==> config.mk <==
export PLATFORM = sky130hd
export DESIGN_NAME = cpu_double_accumulator_alu_core
export DESIGN_NICKNAME = d
export VERILOG_FILES = /design/src/rtl/cda_pkg.sv /design/src/rtl/cda_cell.sv /design/src/rtl/cda_front.sv /design/src/rtl/cpu_double_accumulator_alu_core.sv
export SDC_FILE = /design/constraint.sdc
export NUM_CORES = 2
export LEC_CHECK = 0
export BUFFER_PORTS_ARGS = -buffer_cell sky130_fd_sc_hd__clkbuf_2
export CORE_ASPECT_RATIO = 0.6
export CORE_MARGIN = 10
export CORE_UTILIZATION = 25
export DETAILED_ROUTE_END_ITERATION = 16
export PLACE_DENSITY = 0.49
export SLEW_MARGIN = 20
export SYNTH_ARGS = -nofsm -noshare
export SYNTH_HDL_FRONTEND = slang
export SYNTH_SLANG_ARGS = --single-unit
export TNS_END_PERCENT = 20
==> constraint.sdc <==
create_clock -name clock -period 265 [get_ports clock]
set_input_delay 13.25 -clock clock [delete_from_list [all_inputs] [get_ports clock]]
set_output_delay 13.25 -clock clock [all_outputs]
set_load 0.01 [all_outputs]
==> src/rtl/cda_pkg.sv <==
package cda_pkg;

   localparam int unsigned NumerWidth = 32;
   localparam int unsigned DivCells = 32;

   localparam logic [15:0] Sign16 = 16'h8000;
   localparam logic [15:0] All16 = 16'hffff;

   localparam int unsigned FlagC = 0;
   localparam int unsigned FlagV = 1;
   localparam int unsigned FlagZ = 2;
   localparam int unsigned FlagN = 3;

   typedef enum logic [3:0] {
      FUNC_ADD  = 4'd0,
      FUNC_ADC  = 4'd1,
      FUNC_SUB  = 4'd2,
      FUNC_SBC  = 4'd3,
      FUNC_IDIV = 4'd4,
      FUNC_FDIV = 4'd5,
      FUNC_LSRD = 4'd6,
      FUNC_ASLD = 4'd7,
      FUNC_MUL  = 4'd8,
      FUNC_BSET = 4'd9,
      FUNC_BCLR = 4'd10,
      FUNC_LOAD = 4'd11
   } func_type;

   // item travelling down the divider chain
   typedef struct packed {
      logic        valid;
      logic [15:0] operand_a;
      logic [15:0] operand_b;
      logic [15:0] main_result;
      logic [7:0]  flags_pre;
      logic        is_div;
      logic [31:0] numer;
      logic [15:0] rem;
      logic [15:0] quot;
   } cell_type;

endpackage

==> src/rtl/cda_cell.sv <==
module cda_cell #(
   parameter int unsigned Index = 0
) (
   input  logic              clock,
   input  logic              reset,
   input  logic              enable,
   input  cda_pkg::cell_type cell_i,
   output cda_pkg::cell_type cell_o
);

   cda_pkg::cell_type cell_ff, cell_in;
   logic [17:0] trial;
   logic [16:0] shifted;

   always_comb begin
      cell_in = cell_i;
      shifted = {cell_i.rem, cell_i.numer[cda_pkg::NumerWidth - 1 - Index]};
      trial = {1'b0, shifted} - {2'b00, cell_i.operand_b};
      cell_in.quot = {cell_i.quot[14:0], 1'b0};
      if (!trial[17]) begin
         cell_in.rem = trial[15:0];
         cell_in.quot[0] = 1'b1;
      end else begin
         cell_in.rem = shifted[15:0];
      end
   end

   always_ff @(posedge clock) begin
      if (reset) begin
         cell_ff.valid <= 1'b0;
      end else if (enable) begin
         cell_ff.valid <= cell_in.valid;
      end
      if (enable) begin
         cell_ff.operand_a <= cell_in.operand_a;
         cell_ff.operand_b <= cell_in.operand_b;
         cell_ff.main_result <= cell_in.main_result;
         cell_ff.flags_pre <= cell_in.flags_pre;
         cell_ff.is_div <= cell_in.is_div;
         cell_ff.numer <= cell_in.numer;
         cell_ff.rem <= cell_in.rem;
         cell_ff.quot <= cell_in.quot;
      end
   end

   assign cell_o = cell_ff;

endmodule

==> src/rtl/cda_front.sv <==
module cda_front (
   input  logic [3:0]        func,
   input  logic [15:0]       operand_a,
   input  logic [15:0]       operand_b,
   input  logic [7:0]        flags_in,
   input  logic              valid,
   output cda_pkg::cell_type cell_o
);

   logic [16:0] sum;
   logic [15:0] r;
   logic [7:0]  f;
   logic [7:0]  bits;
   logic [15:0] prod;
   logic        cin;

   always_comb begin
      cin = flags_in[cda_pkg::FlagC];
      r = operand_a;
      f = flags_in;
      sum = '0;
      bits = '0;
      prod = operand_a[15:8] * operand_a[7:0];
      case (func)
         cda_pkg::FUNC_ADD, cda_pkg::FUNC_ADC: begin
            sum = {1'b0, operand_a} + {1'b0, operand_b}
               + {16'd0, (func == cda_pkg::FUNC_ADC) & cin};
            r = sum[15:0];
            f[cda_pkg::FlagC] = sum[16];
            f[cda_pkg::FlagV] = (operand_a[15] & operand_b[15] & ~r[15])
               | (~operand_a[15] & ~operand_b[15] & r[15]);
            f[cda_pkg::FlagZ] = (r == 16'd0);
            f[cda_pkg::FlagN] = r[15];
         end
         cda_pkg::FUNC_SUB, cda_pkg::FUNC_SBC: begin
            sum = {1'b0, operand_a} - {1'b0, operand_b}
               - {16'd0, (func == cda_pkg::FUNC_SBC) & cin};
            r = sum[15:0];
            f[cda_pkg::FlagC] = sum[16];
            f[cda_pkg::FlagV] = (operand_a[15] & ~operand_b[15] & ~r[15])
               | (~operand_a[15] & operand_b[15] & r[15]);
            f[cda_pkg::FlagZ] = (r == 16'd0);
            f[cda_pkg::FlagN] = r[15];
         end
         cda_pkg::FUNC_IDIV, cda_pkg::FUNC_FDIV: begin
            f[cda_pkg::FlagV] = (func == cda_pkg::FUNC_FDIV) && (operand_b <= operand_a);
         end
         cda_pkg::FUNC_LSRD: begin
            r = {1'b0, operand_a[15:1]};
            f[cda_pkg::FlagC] = operand_a[0];
            f[cda_pkg::FlagV] = operand_a[0];
            f[cda_pkg::FlagZ] = (r == 16'd0);
            f[cda_pkg::FlagN] = 1'b0;
         end
         cda_pkg::FUNC_ASLD: begin
            r = {operand_a[14:0], 1'b0};
            f[cda_pkg::FlagC] = operand_a[15];
            f[cda_pkg::FlagN] = r[15];
            f[cda_pkg::FlagZ] = (r == 16'd0);
            f[cda_pkg::FlagV] = r[15] ^ operand_a[15];
         end
         cda_pkg::FUNC_MUL: begin
            r = prod;
            f[cda_pkg::FlagC] = prod[7];
         end
         cda_pkg::FUNC_BSET, cda_pkg::FUNC_BCLR: begin
            bits = (func == cda_pkg::FUNC_BSET) ? (operand_a[7:0] | operand_b[7:0])
               : (operand_a[7:0] & ~operand_b[7:0]);
            r = {8'd0, bits};
            f[cda_pkg::FlagV] = 1'b0;
            f[cda_pkg::FlagZ] = (bits == 8'd0);
            f[cda_pkg::FlagN] = bits[7];
         end
         cda_pkg::FUNC_LOAD: begin
            r = operand_b;
            f[cda_pkg::FlagV] = 1'b0;
            f[cda_pkg::FlagZ] = (operand_b == 16'd0);
            f[cda_pkg::FlagN] = operand_b[15];
         end
         default: begin
            r = operand_a;
         end
      endcase
      cell_o.valid = valid;
      cell_o.operand_a = operand_a;
      cell_o.operand_b = operand_b;
      cell_o.main_result = r;
      cell_o.flags_pre = f;
      cell_o.is_div = (func == cda_pkg::FUNC_IDIV) || (func == cda_pkg::FUNC_FDIV);
      cell_o.numer = (func == cda_pkg::FUNC_FDIV) ? {operand_a, 16'd0} : {16'd0, operand_a};
      cell_o.rem = '0;
      cell_o.quot = '0;
   end

endmodule

==> src/rtl/cpu_double_accumulator_alu_core.sv <==
// input to result: 32 divider cells then the output register, one cell per quotient bit
// throughput: one item per cycle while not stalled; the 32-cell divider chain advances
// whenever the output register is free or being emptied
// reset: synchronous active high, clears all stage valid bits and the output valid bit
module cpu_double_accumulator_alu_core (
   input  logic        clock,
   input  logic        reset,
   input  logic        req_valid,
   output logic        req_ready,
   input  logic [3:0]  req_func,
   input  logic [15:0] req_operand_a,
   input  logic [15:0] req_operand_b,
   input  logic [7:0]  req_flags_in,
   output logic        rsp_valid,
   input  logic        rsp_ready,
   output logic [15:0] rsp_main_result,
   output logic [15:0] rsp_second_result,
   output logic [7:0]  rsp_flags_out
);

   cda_pkg::cell_type chain [cda_pkg::DivCells + 1];
   logic        advance;
   logic        out_valid_ff;
   logic [15:0] out_main_ff, out_second_ff;
   logic [7:0]  out_flags_ff;
   logic [15:0] fin_main, fin_second;
   logic [7:0]  fin_flags;
   cda_pkg::cell_type tail;

   assign advance = !out_valid_ff || rsp_ready;
   assign req_ready = advance;

   cda_front u_front (
      .func      (req_func),
      .operand_a (req_operand_a),
      .operand_b (req_operand_b),
      .flags_in  (req_flags_in),
      .valid     (req_valid),
      .cell_o    (chain[0])
   );

   for (genvar i = 0; i < cda_pkg::DivCells; i++) begin : g_cell
      cda_cell #(.Index(i)) u_cell (
         .clock  (clock),
         .reset  (reset),
         .enable (advance),
         .cell_i (chain[i]),
         .cell_o (chain[i + 1])
      );
   end

   assign tail = chain[cda_pkg::DivCells];

   always_comb begin
      fin_main = tail.main_result;
      fin_second = tail.operand_b;
      fin_flags = tail.flags_pre;
      if (tail.is_div) begin
         if (tail.operand_b == 16'd0) begin
            fin_second = cda_pkg::All16;
            fin_main = tail.operand_a;
            fin_flags[cda_pkg::FlagC] = 1'b1;
         end else begin
            fin_second = tail.quot;
            fin_main = tail.rem;
            fin_flags[cda_pkg::FlagC] = 1'b0;
         end
         fin_flags[cda_pkg::FlagZ] = (fin_second == 16'd0);
      end
   end

   always_ff @(posedge clock) begin
      if (reset) begin
         out_valid_ff <= 1'b0;
      end else if (advance) begin
         out_valid_ff <= tail.valid;
      end
      if (advance) begin
         out_main_ff <= fin_main;
         out_second_ff <= fin_second;
         out_flags_ff <= fin_flags;
      end
   end

   assign rsp_valid = out_valid_ff;
   assign rsp_main_result = out_main_ff;
   assign rsp_second_result = out_second_ff;
   assign rsp_flags_out = out_flags_ff;

`ifndef SYNTHESIS
   a_ready: assert property (@(posedge clock) disable iff (reset)
      !rsp_valid |-> req_ready) else $error("ready low with empty output");
   a_hold: assert property (@(posedge clock) disable iff (reset)
      rsp_valid && !rsp_ready |=> rsp_valid && $stable(rsp_main_result)
      && $stable(rsp_second_result) && $stable(rsp_flags_out))
      else $error("stalled result changed");
   a_stall: assert property (@(posedge clock) disable iff (reset)
      rsp_valid && !rsp_ready |-> !req_ready)
      else $error("input taken while output stalled");
`endif

endmodule

==> reports/qor.yml <==
fin_setup_tns_ps: 0
avgSynthCellArea_um2: 15.8
drc: 0
cell_internal_pwr_uw: 1050
core_area_um2: 499000
tightest_slew_ps: 1130
switching_share: 0.298
start_util: 0.251
yosysWarnings: 0
worstSetupPathType: "input pin to primary output"
routed.top_layer: "met4"
clockBufferDepth: 4
arrival_ps: 14470
gr-total-overflow: 0
synth_area_um2: 125000
endpoint: "req_ready"
layout-drive-gt1-share: 0.100
dr.pass1.iters: 6
startpoint: "rsp_ready"
cts_hold_buf: 0
post-dp-hpwl_um: 181000
setup_viol: 0
p_sw_uw: 447
clock_sinks: 3041
period_minus_slack_ps: 27720
drt_iter0_markers: 5257
antenna_found_initial: 25
max_freq_mhz: 36.1
p_clk_frac: 0.271
seqPwrFrac: 0.457
wl_met2_um: 103000
dieArea_um2: 530000
final_net_count: 9010
grt_pass1_vias: 62790
relSlewSlack: 0.240
synth_top_area_share: 0.723
async_reset_ff_frac: 0
synth-edff-count: 3008
power-per-cell-area_nw_per_um2: 10.5
skew_ps: 58.0
slew_violations: 0
cts_setup_buffers: 0
synth.distinct_cells: 93
final_util: 0.287
rows: 201
wirelength_um: 260000
holdWs_ps: 376
root_buffer: "clkbuf_16"
finalHoldViolCount: 0
reg2reg_from: "rsp_valid"
dieHeight_um: 568
wl_met3_um: 12700
cts.clk_slew.worst_paths_ps: 60
synth_area_leader_cell: "edfxtp_1"
p_leak_uw: 0.0546
reg2reg_to: "g_cell[25].u_cell.cell_o[6]"
h-tree-depth: 5
rsz0062_at_grt: "false"
grt_first_pass_wirelength_um: 395000
fin_crit_sh: 0.105
pwr-share-comb: 0.272
met1_length_um: 140000
ys_seq_area_frac: 0.728
final_cell_mix: "3008 x edfxtp_1, 713 x inv_1, 589 x ha_1, 524 x nor2_1, 515 x a21oi_1"
io_pins: 90
ctsResizeCount: 0
hold_class: "flop to flop"
cts_made_buffers: 291
critical_path.max_fanout: 79
ff2ff_setup_slack_ps: 257790
fill_cells: 49607
critPathRequiredTime_ps: 251750
tritoncts: "done"
reg2reg_depth: 10
layout.cells.most_common: "edfxtp_1"
end_kind: "primary output"
die_x_um: 933
outcome: "finished clean"
routedWlPerCell_um: 17.1
gp_congestion: 0.809
groute.usage.overall: 0.0944
maxCapViolations: 0
area_growth_pct: 14.6
port_buffers: 89
viasPerCell: 4.18
critPathLaunchType: "input pin"
ys_ff_latch: 3041
syn_inst: 7929
vdd_ir_drop_max_mv: 0.00490
synthTopCellsByArea: "edfxtp_1 72%, ha_1 5.9%, inv_1 2.1%"
ant_nets: 0
vias: 63586
ys.flop_type: "edfxtp_1"
grt_max_degree: 196
clkLatencyLatePin_ps: 900
-- metal layers --
metal,global-route usage,vias up
li1,-,30460
met1,0.152,31433
met2,0.128,1322
met3,0.0169,371
met4,0.0203,0
met5,0,-
-- cells by family (layout without fill, tap and decap cells) --
family,after synthesis,after routing,synth area share
AO/OA/AOI/OAI,1373,1373,0.0701
XOR/XNOR,353,353,0.0247
adder cells (fa/ha/maj),667,667,0.0714
other,1,12,0.0000300
buffers and inverters,837,1416,0.0259
flip-flops,3041,3041,0.728
multiplexers,305,305,0.0270
AND/OR/NAND/NOR,1352,1352,0.0529
-- worst min-delay path by stage --
stage | to | cells past startpoint | from
after global routing | g_cell[1].u_cell.cell_o[76] | 0 | g_cell[0].u_cell.cell_o[76]
after floorplan | g_cell[10].u_cell.cell_o[105] | 0 | g_cell[9].u_cell.cell_o[105]
final | g_cell[10].u_cell.cell_o[49] | 0 | g_cell[9].u_cell.cell_o[49]
after global placement | g_cell[19].u_cell.cell_o[74] | 0 | g_cell[18].u_cell.cell_o[74]
after CTS | g_cell[1].u_cell.cell_o[76] | 0 | g_cell[0].u_cell.cell_o[76]
after detailed placement | g_cell[10].u_cell.cell_o[110] | 0 | g_cell[9].u_cell.cell_o[110]
-- worst max-delay path, cell delays in order --
cell	delay [ps]
clkbuf_2	90
nor2b_2	40
buf_4	240
inv_8	420
clkbuf_2	250
-- power by group through the flow --
stage          logic (µW)  clock network [µW]  registers [µW]
5_1_grt               455                 441             696
4_1_cts               408                 421             688
3_5_place_dp          404                   0             698
6_report              408                 406             686
3_3_place_gp          392                   0             696
2_1_floorplan         311                   0             672
-- cell type report --
type                    count  area [µm²]  area share
clock buffers             338        7500      0.0524
clock inverters           174        1570      0.0110
well taps                6699        8380      0.0585
repair buffers            175        1180     0.00824
multi-input cells        4057       30900       0.216
inverters                 729        2740      0.0192
flip-flops and latches   3041       91000       0.635
diodes                      5        12.5   0.0000873
-- state kept, by name, summed over array words and instances, names as in the netlist --
name                  cells
rsp_valid                 1
g_cell.u_cell.cell_o   3000
rsp_flags_out             8
rsp_second_result        16
rsp_main_result          16
-- synthesized netlist by cell type, types with 11 or more instances --
library cell and count:
nor2b_1 95, mux2_1 82, dfxtp_1 33, a221o_1 14, and3_1 23, nand4_1 41, nor3_2 17, a2111o_1 13
ha_1 589, a31oi_1 34, or4_1 15, a21boi_0 24, xnor2_1 265, and2_1 19, nor4_1 69, o21ai_1 51
mux2i_1 45, a211o_1 25, buf_2 24, nand3b_1 19, clkinv_1 13, a21o_1 101, o311a_1 20, or2_2 20
nand2_1 231, nand3_1 66, edfxtp_1 3008, o22ai_1 11, fa_1 78, nor3_1 56, o21bai_1 32, mux2_2 178
inv_1 714, o21a_1 118, nand2b_1 77, a31o_1 12, o31a_1 21, clkbuf_1 67, xor2_1 88, or3_1 46
o21ai_0 184, nor2_1 527, a21oi_1 522, o31ai_1 27, a211oi_1 32
-- metrics by stage --
stage / area [µm²] / setup WS (ps) / instances / total power [µW]
finish: 143000 / 237280 / 15218 / 1500
global placement: 134000 / 237310 / 14699 / 1090
floorplan: 125000 / 157460 / 7935 / 983
detailed placement: 134000 / 237290 / 14699 / 1100
global route: 143000 / 237210 / 15213 / 1590
CTS: 143000 / 237280 / 15211 / 1520
(Power assumes the default switching activity.)
